===== src/hw/rtl/lvw_ram.sv =====
// generic single write port ram with registered read
module lvw_ram #(
	parameter int WIDTH = 8,
	parameter int DEPTH = 16
) (
	input  logic                     clk,
	input  logic                     we,
	input  logic [$clog2(DEPTH)-1:0] waddr,
	input  logic [WIDTH-1:0]         wdata,
	input  logic [$clog2(DEPTH)-1:0] raddr,
	output logic [WIDTH-1:0]         rdata
);

	logic [WIDTH-1:0] mem [DEPTH];

	always_ff @(posedge clk) begin
		if (we) begin
			mem[waddr] <= wdata;
		end
		rdata <= mem[raddr];
	end

endmodule


===== config.mk =====
export PLATFORM = sky130hd
export DESIGN_NAME = lvw_ram
export DESIGN_NICKNAME = d
export VERILOG_FILES = /design/src/hw/rtl/lvw_ram.sv
export SDC_FILE = /design/constraint.sdc
export NUM_CORES = 1
export LEC_CHECK = 0
export BUFFER_PORTS_ARGS = -buffer_cell sky130_fd_sc_hd__buf_2
export CORE_UTILIZATION = 41
export DETAILED_ROUTE_END_ITERATION = 7
export PLACE_DENSITY = 0.54
export SLEW_MARGIN = 20
export SYNTH_ARGS = -nofsm -noshare
export SYNTH_HDL_FRONTEND = slang
export SYNTH_SLANG_ARGS = --single-unit
export TNS_END_PERCENT = 100

===== constraint.sdc =====
create_clock -name clk -period 5.1 [get_ports clk]
set_input_delay 1.02 -clock clk [delete_from_list [all_inputs] [get_ports clk]]
set_output_delay 1.02 -clock clk [all_outputs]
set_load 0.01 [all_outputs]

Yosys cells after proc, flatten, opt, wreduce, memory -nomap -nowiden
Memory sizes are Yosys's and may differ from the RTL's. A register that Yosys moved wholly into a read port is not among the register bits.
Cells that the tools add are included.

operators by class
  mux-type cells = 2

operator list
  operator           count
  two-way mux 1 bit  2

word-level totals
  register bits = 0
  RAM bits = 128
  output and inout port bits = 8
  memories = 1

memory list
  name  words  bits a word  read ports  clocked after memory_dff  wr ports  RTL line  text
  mem   16     8            1           1                         1         14        logic [WIDTH-1:0] mem [DEPTH];

Logic depth before layout (Yosys ltp)
  depth in word-level cells = 2
  mapped depth = 5
  depth with buffers taken out = 3

Worst setup path after synthesis
Ideal clock, no wire load.

  path kind = input to register
  start = input waddr[2]
  end = memory mem[0][0], enable pin
  arrival time = 2.130 ns
  data required time = 4.717 ns
  setup slack = 2.587 ns
  cell stages on the path = 2
  path buffers = 0
  cell sequence = or3b_2 -> nor3_1

RTL lines
  item         RTL line  text
  from (decl)  8         input logic [$clog2(DEPTH)-1:0] waddr,
  to (decl)    14

Straight into the memory's write port.

==> impl_metrics.yaml <==
global_routing:
  first_global_vias: 2433
  grt_pass1_wl_um: 15500
  grt_usage: 0.174
  antenna_found_initial: 0
  grt_overflow: 0
  grt_max_degree: 33
critical_path:
  cp-end-kind: "flip-flop"
  critPathArrivalTime_ps: 2880
  cp_max_fo: 21
  r2r_start: "mem[9][5]"
  startpoint: "raddr[0]"
  path_delay_family: "buffers and inverters"
  crit_chain: "buf_2 -> buf_4 -> mux4_1 -> a22oi_1 -> nand2_1"
  crit_required_ps: 5390
  path_buf_inv: 2
  cp_slowest_stage_delay_ps: 570
  cpMaxStageDelayCell: "mux4_1"
  critPathLaunchType: "primary input"
  critPathKind: "in2reg"
drt:
  drtIter0Drc: 133
  drtAntennaViolNets: 0
  avgViaCountPerCell: 5.21
  route.vias.total: 2335
  wirelength_um: 10100
  drt_first_pass_iters: 5
  drc: 0
  wire_per_inst_um: 22.6
clocking:
  htree_levels: 4
  clk_path_buf_depth: 2
  clk_latency_ps: 400
  numCtsBuffers: 17
  post_cts_buffers: 0
  cts_tree: "yes"
  cts-hold-fix-buffers: 0
  clock-sinks: 136
  ctsResizeCount: 0
  path_clk_slew_ps: 50
  root_buffer: "clkbuf_16"
placement:
  port_buffers: 25
  dpl.hpwl_um: 6240
  routabilityCongestion: 0.719
  post-place-ws_ps: 2050
job:
  cap_viol_max_count: 0
worst_hold_path:
  min-delay-path-class: "reg2reg"
  min-delay-start: "mem[14][0]"
logic_synthesis:
  syn_inst: 229
  yosysWarnings: 0
  yosysTopAreaCellShare: 0.747
  synth_top_area_cell: "edfxtp_1"
  syn_nets: 247
  avgSynthCellArea_um2: 22.5
  ys_ff_latch: 136
  synth.distinct_cells: 19
  ys_seq_area_frac: 0.778
  synthTopCellsByArea: "edfxtp_1 (75%), mux4_2 (7.9%), mux4_1 (7.1%)"
  synth.cell_area_um2: 5150
timing:
  skew_ps: 10.6
  rsz0062_at_grt: "false"
  finalHoldViolations: 0
  tightest_slew_ps: 963
  max_freq_mhz: 386
  slew_violations: 0
  setup_violations: 0
  setup_tns_ps: 0
  fin_crit_ps: 2590
  slew_headroom: 0.355
  post-route-period-util: 0.508
  timing.final.ws_setup_ps: 2510
power:
  ir_drop_v: 0.000175
  leakage_nw: 2.01
  powerDensity_nw_per_um2: 425
floorplanning:
  start_util: 0.425
  ios: 26
  row_count: 40
  fp.dieArea_um2: 13000
  core-area_um2: 12100
  fp.dieW_um: 114
  die_y_um: 114
final_layout:
  syn_to_final_growth_pct: 16.9
  diodes: 0
  fill_cells: 1018
  fin_nets: 285
  final_layout_size_suffix_gt1_frac: 0.282
status:
  status: "completed"
-- cells in the mapped netlist --
cell / count
a22oi_1: 16
and2_1: 1
and2b_1: 1
buf_2: 3
buf_4: 1
buf_6: 3
clkdlybuf4s25_2: 3
dfxtp_1: 8
edfxtp_1: 128
mux4_1: 14
mux4_2: 18
nand2_1: 9
nand2b_1: 2
nand3_1: 1
nand3b_1: 2
nor2_1: 13
nor2b_1: 1
nor3_1: 4
or3b_2: 1
-- flip-flops by register name (all words and copies together) (netlist names) --
register and flops:
mem 128, rdata 8
-- worst register-to-register path, stage by stage (launching register included) --
cell	delay (ps)
edfxtp_1	360
mux4_1	520
a22oi_1	330
nand2_1	90
-- layout make-up --
type                       instances  area (um^2)  share of cell area
timing repair buffer              29          155              0.0258
sequential                       136         4000               0.665
clock buffer                      23          488              0.0811
clock inverter                     9         97.6              0.0162
multi-input combinational         83         1060               0.177
tap                              168          210              0.0349
-- stage by stage --
stage | cell area, um^2 | hold WS, ps | cells | utilization | power, mW
after floorplan | 5150 | 629 | 229 | - | 1.35
after global placement | 5430 | 647 | 416 | 0.448 | 1.39
after detailed placement | 5430 | 653 | 416 | 0.448 | 1.40
after CTS | 6020 | 666 | 448 | 0.497 | 2.59
after global routing | 6020 | 682 | 448 | 0.497 | 2.64
final | 6020 | 666 | 448 | 0.497 | 2.56
-- layout by cell type (no fill, tap or decap), drive strengths merged --
cell type	n
nor3	4
nand2	9
buf	29
nand3b	2
nand3	1
mux4	32
and2b	1
dfxtp	8
and2	1
nor2b	1
clkinv	6
nor2	13
a22oi	16
nand2b	2
clkinvlp	1
clkbuf	23
edfxtp	128
or3b	1
bufinv	2
-- final timing paths --
check             endpoint  slack [ps]  depth (start not counted)
setup reg to reg  rdata[5]        3680                          3
setup / recovery  rdata[3]        2510                          5
hold reg to reg   rdata[0]         670                          3
hold / removal    rdata[0]         670                          3
-- kinds of logic after synthesis --
kind of cell    after synthesis  synth area share
simple gates                 35            0.0318
buf+inv                      10            0.0168
mux                          32             0.150
flops                       136             0.778
compound gates               16            0.0233
-- routing by layer --
layer | routed length [um] | GRT usage
met1 | 4550 | 0.243
met2 | 4960 | 0.261
met3 | 516 | 0.0420
met4 | 104 | 0.0779
met5 | 0 | 0
-- power by group --
part | total [mW] | internal, mW | switching [mW] | leakage (nW)
Combinational | 0.114 | 0.0454 | 0.0685 | 0.492
Clock | 1.19 | 0.766 | 0.420 | 0.292
Sequential | 1.26 | 1.25 | 0.00716 | 1.22
Power figures use the tool's default switching activity.
