===== config.mk =====
export PLATFORM = sky130hd
export DESIGN_NAME = lvw_packer
export DESIGN_NICKNAME = d
export VERILOG_FILES = /design/src/hw/rtl/lvw_pkg.sv /design/src/hw/rtl/lvw_packer.sv
export SDC_FILE = /design/constraint.sdc
export NUM_CORES = 1
export LEC_CHECK = 0
export ABC_AREA = 1
export BUFFER_PORTS_ARGS = -buffer_cell sky130_fd_sc_hd__buf_2
export CORE_ASPECT_RATIO = 2
export CORE_MARGIN = 2
export CORE_UTILIZATION = 35
export DETAILED_ROUTE_END_ITERATION = 12
export PLACE_DENSITY_LB_ADDON = 0.08
export SYNTH_ARGS = -nofsm -noshare
export SYNTH_HDL_FRONTEND = slang
export SYNTH_SLANG_ARGS = --single-unit

===== constraint.sdc =====
create_clock -name clk -period 3.1 [get_ports clk]
set_input_delay 0.155 -clock clk [delete_from_list [all_inputs] [get_ports clk]]
set_output_delay 0.155 -clock clk [all_outputs]
set_load 0.005 [all_outputs]

===== src/hw/rtl/lvw_pkg.sv =====
// shared types and constants of the lzw variable width encoder
package lvw_pkg;

	localparam int MAX_CODE_BITS = 12;
	localparam int ALPHABET_SIZE = 99;
	localparam int START_BITS    = 7;

	localparam int SYM_W   = 7;
	localparam int CODE_W  = MAX_CODE_BITS + 1;
	localparam int WIDTH_W = $clog2(MAX_CODE_BITS + 1);
	localparam int HASH_W  = MAX_CODE_BITS + 1;
	localparam int EPOCH_W = 8;
	localparam int BUF_W   = MAX_CODE_BITS + 8;
	localparam int CNT_W   = $clog2(BUF_W + 1);
	localparam int PAD_W   = 3;

	localparam logic [CODE_W-1:0]  FIRST_CODE  = CODE_W'(ALPHABET_SIZE + 1);
	localparam logic [WIDTH_W-1:0] START_WIDTH = WIDTH_W'(START_BITS);
	localparam logic [WIDTH_W-1:0] MAX_WIDTH   = WIDTH_W'(MAX_CODE_BITS);

	typedef struct packed {
		logic [SYM_W-1:0] symbol;
		logic             last;
	} lvw_in_t;

	typedef struct packed {
		logic [7:0] out_byte;
		logic       end_of_stream;
		logic       width_error;
	} lvw_out_t;

	typedef struct packed {
		logic [EPOCH_W-1:0] epoch;
		logic [CODE_W-1:0]  prefix;
		logic [SYM_W-1:0]   sym;
		logic [CODE_W-1:0]  code;
	} lvw_entry_t;

	localparam int ENTRY_W = $bits(lvw_entry_t);

	typedef enum logic [1:0] {
		OP_CODE,
		OP_FLUSH,
		OP_ERR
	} lvw_op_t;

	typedef struct packed {
		lvw_op_t            op;
		logic [CODE_W-1:0]  value;
		logic [WIDTH_W-1:0] nbits;
	} lvw_cmd_t;

	typedef enum logic [3:0] {
		ST_CLEAR,
		ST_IDLE,
		ST_WIDEN,
		ST_LOOKUP,
		ST_PROBE,
		ST_MISS,
		ST_POST,
		ST_FINAL,
		ST_FLUSH,
		ST_ERR
	} lvw_state_t;

endpackage


===== src/hw/rtl/lvw_packer.sv =====
// bit packer: appends codes msb first, emits bytes, padding and end bytes
module lvw_packer (
	input  logic              clk,
	input  logic              arst_n,
	input  lvw_pkg::lvw_cmd_t cmd,
	input  logic              cmd_valid,
	output logic              cmd_ready,
	output lvw_pkg::lvw_out_t out_data,
	output logic              out_valid,
	input  logic              out_ready
);
	import lvw_pkg::*;

	logic [BUF_W-1:0] buf_q;
	logic [CNT_W-1:0] cnt_q;
	logic             eos_pend_q;
	logic [PAD_W-1:0] pad_q;
	logic             out_valid_q;
	lvw_out_t         out_q;
	logic             slot_free;
	logic             have_byte;
	logic             load_out;
	logic [BUF_W-1:0] emit_word;
	logic [BUF_W-1:0] pad_word;
	logic [BUF_W-1:0] code_bits;
	logic [CODE_W-1:0] code_mask;

	assign slot_free = !out_valid_q || out_ready;
	assign have_byte = cnt_q >= CNT_W'(8);
	assign emit_word = buf_q >> (cnt_q - CNT_W'(8));
	assign pad_word  = buf_q << (CNT_W'(8) - cnt_q);
	assign code_mask = ~({CODE_W{1'b1}} << cmd.nbits);
	assign code_bits = BUF_W'(cmd.value & code_mask);

	assign cmd_ready = !have_byte && !eos_pend_q && (cmd.op == OP_CODE || slot_free);
	assign out_data  = out_q;
	assign out_valid = out_valid_q;

	// a new item enters the output register this cycle
	assign load_out = slot_free && (have_byte || eos_pend_q ||
		(cmd_valid && cmd_ready && (cmd.op inside {OP_FLUSH, OP_ERR})));

	always_ff @(posedge clk or negedge arst_n) begin
		if (!arst_n) begin
			cnt_q       <= '0;
			eos_pend_q  <= 1'b0;
			out_valid_q <= 1'b0;
		end else begin
			if (load_out) begin
				out_valid_q <= 1'b1;
			end else if (out_ready) begin
				out_valid_q <= 1'b0;
			end
			if (have_byte) begin
				if (slot_free) begin
					out_q       <= '{out_byte: emit_word[7:0], end_of_stream: 1'b0,
						width_error: 1'b0};
					cnt_q       <= cnt_q - CNT_W'(8);
				end
			end else if (eos_pend_q) begin
				if (slot_free) begin
					out_q       <= '{out_byte: 8'(pad_q), end_of_stream: 1'b1,
						width_error: 1'b0};
					eos_pend_q  <= 1'b0;
				end
			end else if (cmd_valid && cmd_ready) begin
				case (cmd.op)
					OP_CODE: begin
						buf_q <= (buf_q << cmd.nbits) | code_bits;
						cnt_q <= cnt_q + CNT_W'(cmd.nbits);
					end
					OP_FLUSH: begin
						if (cnt_q != '0) begin
							out_q      <= '{out_byte: pad_word[7:0], end_of_stream: 1'b0,
								width_error: 1'b0};
							pad_q      <= PAD_W'(CNT_W'(8) - cnt_q);
							eos_pend_q <= 1'b1;
						end else begin
							out_q <= '{out_byte: 8'd0, end_of_stream: 1'b1, width_error: 1'b0};
						end
						cnt_q <= '0;
					end
					OP_ERR: begin
						out_q       <= '{out_byte: 8'd0, end_of_stream: 1'b0, width_error: 1'b1};
						cnt_q       <= '0;
					end
					default: begin
						cnt_q <= cnt_q;
					end
				endcase
			end
		end
	end

endmodule


### Word level (Yosys, flattened, before mapping)

Cells that the tools add are included.

| storage, ports and cells | value |
|---|---|
| bits in registers | 40 |
| bits of input ports | 23 |
| word-level logic and storage cells | 70 |

| cells by class | value |
|---|---|
| add/sub/neg operators | 3 |
| $lt $le $gt $ge | 1 |
| equality and inequality tests | 5 |
| shift operators | 4 |
| multiplexer cells | 19 |
| bitwise gates (word level) | 5 |
| reduce and logical (&&, ||, !) cells | 25 |

Operators by type and width:

| operator | count |
|---|---|
| $mux W10 | 6 |
| $mux W5 | 4 |
| $or A20 B13 Y20 | 1 |
| $pmux W10 S2 | 1 |
| $shl A20 B4 Y20 | 1 |
| $shl A20 B5 Y8 | 1 |
| $shr A20 B5 Y8 | 1 |
| $and A13 B13 Y13 | 1 |
| $not A13 Y13 | 1 |
| $shl A13 B4 Y13 const A | 1 |
| $pmux W5 S2 | 1 |
| $reduce_and A5 Y1 | 2 |
| $mux W1 | 7 |
| $reduce_and A6 Y1 | 1 |
| $reduce_bool A2 Y1 | 3 |
| $reduce_bool A3 Y1 | 2 |
| $add A5 B4 Y5 | 1 |
| $ge A5 B4 Y1 const B | 1 |
| $logic_and A1 B1 Y1 | 5 |
| $reduce_bool A5 Y1 | 1 |
| $sub A4 B5 Y5 const A | 1 |
| $sub A5 B4 Y5 const B | 1 |
| $logic_or A1 B1 Y1 | 4 |
| $ne A2 B1 Y1 const B | 2 |
| 9 further kinds | 12 |

### Longest topological paths before layout

| depth | value |
|---|---|
| depth after elaboration | 9 |
| gate-level depth with buffers | 13 |

### Worst setup path after synthesis

OpenSTA, ideal clock, no wires.

| path | value |
|---|---|
| kind | reg2reg |
| start point | register cnt_q[0] |
| end point | register buf_q[0], enable pin |
| library setup time | 0.416 ns |
| arrival | 2.678 ns |
| data required time | 2.684 ns |
| path slack | 0.006 ns |
| cell stages (with the launch flop) | 11 |
| path buffers | 1 |
| clock period less this slack | 3.094 ns |
| cell sequence | dfrtp_1 inv_2 buf_2 ha_1 inv_1 nor2_1 nand2_2 nand2_4 nor2_4 nand3_2 nor3_1 |

| on the way | value |
|---|---|
| word-level cells in the longest chain between the ends | 6 |
| elaborated cells on any way between the ends | 7 |
| classes of those cells | order compare (1); bitwise (1); reduce/logical (5) |

RTL lines:

| element | RTL line | source |
|---|---|---|
| start, declared | lvw_packer.sv:15 | `logic [CNT_W-1:0] cnt_q;` |
| start signal, assigned | lvw_packer.sv:58 | `cnt_q <= cnt_q - CNT_W'(8);` |
| start signal, assigned | lvw_packer.sv:70 | `cnt_q <= cnt_q + CNT_W'(cmd.nbits);` |
| start signal, assigned | lvw_packer.sv:88 | `cnt_q <= cnt_q;` |
| $ge A5 B4 Y1 * | lvw_packer.sv:29 | `assign have_byte = cnt_q >= CNT_W'(8);` |
| $logic_not A1 Y1 | lvw_packer.sv:35 | `assign cmd_ready = !have_byte && !eos_pend_q && (cmd.op == OP_CODE \|\| slot_free);` |
| $logic_and A1 B1 Y1 (2 in a row) | lvw_packer.sv:35 |  |
| $logic_and A1 B1 Y1 | lvw_packer.sv:66 | `end else if (cmd_valid && cmd_ready) begin` |
| $reduce_and A5 Y1 (no source line) * | n/a |  |
| end signal, assigned | lvw_packer.sv:69 | `buf_q <= (buf_q << cmd.nbits) \| code_bits;` |
| end, declared | lvw_packer.sv:14 | `logic [BUF_W-1:0] buf_q;` |

Mark *: on every way between the ends. The rest lies on a longest branch, timed or not.
A chain may end at the register's enable or synchronous reset.

### Worst setup path in the final report

| path | value |
|---|---|
| start point | register cnt_q[3] |
| end point | register pad_q[2], enable pin |

| on the way | value |
|---|---|
| word-level cells in the longest chain between the ends | 6 |
| elaborated cells on any way between the ends | 8 |
| classes of those cells | order compare (1); bitwise (1); reduce/logical (6) |

RTL lines:

| element | RTL line | source |
|---|---|---|
| $ge A5 B4 Y1 | lvw_packer.sv:29 |  |
| $logic_not A1 Y1 | lvw_packer.sv:35 |  |
| $logic_and A1 B1 Y1 (2 in a row) | lvw_packer.sv:35 |  |
| $logic_and A1 B1 Y1 | lvw_packer.sv:66 |  |
| $reduce_and A6 Y1 (no source line) * | n/a |  |
| end signal, assigned | lvw_packer.sv:76 | `pad_q <= PAD_W'(CNT_W'(8) - cnt_q);` |
| end, declared | lvw_packer.sv:17 | `logic [PAD_W-1:0] pad_q;` |

Marked as above.

==> impl_metrics.py <==
metrics = {
    "clocking": {
        "clkTransAtPathRegs_ns": 0.06,
        "cts_made_buffers": 5,
        "ctsResizeCount": 0,
        "root_buffer": "clkbuf_16",
        "clock_path_buffers": 2,
        "cts_tree": "yes",
        "clk_latency_ns": 0.30,
        "htreeDepth": 2,
        "cts_sinks": 40,
    },
    "grt": {
        "gr-total-overflow": 0,
        "grt_pass1_vias": 4111,
        "grt_antenna_before_repair": 0,
        "track_usage_pct": 23.9,
        "grt_pass1_wl_um": 21800,
        "grt_max_degree": 24,
    },
    "die": {
        "die_y_um": 153,
        "core_area_um2": 10800,
        "dieWidth_um": 78.3,
        "start_util_pct": 35.7,
        "row_count": 54,
        "dieArea_um2": 11900,
        "ioPinCount": 35,
    },
    "timing": {
        "min_period_ns": 2.44,
        "slew_violations": 0,
        "setup_slack_ns": 0.662,
        "skew_ns": 0.00750,
        "setup_tns_ns": 0,
        "rsz0062_at_grt": "false",
        "max_freq_mhz": 410,
        "worst_pin_slew_ns": 0.777,
        "hold_viol": 0,
        "relSlewSlack_pct": 48.2,
        "min_period_over_period_pct": 78.6,
        "setup_viol": 0,
    },
    "power": {
        "power.total_uw": 3560,
        "vdd_drop_max_mv": 0.352,
        "power.leakage_uw": 0.00202,
        "power_density_nw_per_um2": 835,
    },
    "final_layout": {
        "diodes": 0,
        "fillers": 1224,
        "final_cells": 759,
        "area_delta_synth_final_pct": 10.3,
        "drive_gt1_share_pct": 12.4,
        "nets": 651,
        "seq_area_um2": 1170,
        "multi_input_area_um2": 2370,
    },
    "routing": {
        "dr.first_iter.drc_count": 236,
        "drt_pass1_iterations": 4,
        "ant_nets": 0,
        "vias": 4049,
        "routedWlPerCell_um": 18.0,
        "wl_um": 13600,
        "drc": 0,
        "vias_per_cell": 5.33,
    },
    "critical_path": {
        "slowest_delay_ns": 0.58,
        "crit_chain": "inv_1, ha_1, inv_1, nor2_8, nand2_4, nor2_8, nand4_1, nor2_1",
        "worst_ep_required_time_ns": 3.06,
        "crit_type": "flop to flop",
        "worstSetupEndpointType": "flop",
        "rr_worst_depth": 8,
        "critPathMaxFanout": 12,
        "arrival_ns": 2.40,
        "cpMaxStageDelayCell": "dfrtp_1",
        "cp-start-kind": "flop",
    },
    "placed_design": {
        "io_buffers": 34,
        "dpl_worst_slack_ns": 0.657,
        "gp_congestion": 0.923,
        "dp_cells": 750,
        "place_hpwl_um": 11000,
    },
    "flow_run": {
        "drv_cap": 0,
    },
    "yosys": {
        "synth_seq_cells": 40,
        "synth.avg_cell_area_um2": 6.49,
        "syn_area_um2": 3860,
        "synth_fp_nets": 628,
        "synth_edf_count": 33,
        "yosysSeqAreaShare_pct": 30.2,
        "yosys_warnings": 0,
        "ys_types": 42,
        "syn_inst": 595,
        "async_flop_share_pct": 17.5,
        "ys.flop_type": "edfxtp_1",
    },
    "outcome": {
        "outcome": "finished clean",
    },
    "worst_hold_path": {
        "min_path_cells": 3,
        "hold_path.class": "input pin to flop",
    },
}
registers in the layout, indices dropped and copies added (netlist names):
signal      count
buf_q          20
out_data       10
cnt_q           5
pad_q           3
eos_pend_q      1
out_valid       1
critical path, delay by kind of cell, from the launching register on:
family / cells / cell delay [ns]
buffers and inverters: 2 / 0.41
adders and majority gates: 1 / 0.28
DFF: 1 / 0.58
and+or+nand+nor: 5 / 0.82
per-stage QoR:
| stage | cell area, um^2 | utilization [%] | hold slack, ns |
|---|---|---|---|
| finish | 4260 | 39.4 | 0.132 |
| global route | 4260 | 39.4 | 0.160 |
| CTS | 4260 | 39.4 | 0.137 |
| detailed placement | 4120 | 38.1 | 0.0133 |
| global placement | 4120 | 38.1 | 0.0133 |
| floorplan | 3860 | - | -0.141 |
power breakdown:
group | leakage, uW | switching (uW) | internal [uW]
clock network | 0.0000655 | 218 | 297
logic | 0.00156 | 1500 | 691
registers | 0.000393 | 103 | 752
Yosys cell counts, types with 4 or more instances:
cell type / number / area [um^2]
a21oi_1: 15 / 75.1
buf_2: 14 / 70.1
dfrtp_1: 7 / 175
edfxtp_1: 33 / 991
ha_1: 9 / 113
inv_1: 43 / 161
inv_2: 5 / 18.8
nand2_1: 215 / 807
nand2_2: 5 / 31.3
nand2_4: 4 / 45.0
nand3_1: 116 / 581
nand4_1: 5 / 31.3
nor2_1: 25 / 93.8
nor2_4: 5 / 56.3
o21ai_0: 37 / 185
o21ai_1: 12 / 60.1
repair_timing:
item                      in CTS  in global routing
hold buffers                   1                  0
buffers inserted               0                  0
hold endpoints to repair       7                  0
final timing paths:
path / startpoint / endpoint / slack, ns
setup / recovery: cnt_q[3] / pad_q[2] / 0.66
hold / removal: cmd[7] / buf_q[3] / 0.13
setup reg to reg: cnt_q[3] / pad_q[2] / 0.66
hold reg to reg: pad_q[0] / out_data[2] / 0.56
max in group asynchronous: arst_n / cnt_q[4] / 2.68
min in group asynchronous: arst_n / cnt_q[2] / 0.24
cell families (layout without fill, tap and decap cells):
group,count (synthesis),after routing,synth area share (%)
simple gates,396,396,47.3
buf+inv,74,98,8.52
compound gates,73,73,10.1
flops,40,40,30.2
fa+ha+maj,10,10,3.43
xor+xnor,1,1,0.227
mux,1,1,0.259
layer usage:
layer	part of all wire, %	wire length (um)	global-route usage, %	up-vias
li1	-	-	-	2024
met1	32	4380	22.1	1861
met2	56	7600	44.7	115
met3	3.1	429	2.84	49
met4	9.0	1220	20.2	0
met5	0	0	0	-
layout make-up:
class,instances,share of cell area (%)
flip-flops and latches,40,27.4
clock buffers,7,3.11
multi-input cells,481,55.7
well taps,140,4.11
inverters,49,4.37
clock inverters,1,0.0881
repair buffers,41,5.28
layout by cell type (no fill, tap or decap), types with 3 or more instances in the layout:
cell type / count
o211ai_1: 3
a21oi_1: 15
nand3_1: 116
clkbuf_16: 5
buf_4: 6
buf_2: 34
edfxtp_1: 33
o21ai_1: 12
dfrtp_1: 7
inv_2: 5
and2_1: 3
nor2_2: 3
ha_1: 9
nand2_4: 4
nand3b_1: 3
nand4_1: 5
nand2_2: 5
nand2_1: 215
inv_1: 43
nor2_1: 25
nor2_4: 5
o21ai_0: 37
(Power assumes the default switching activity.)
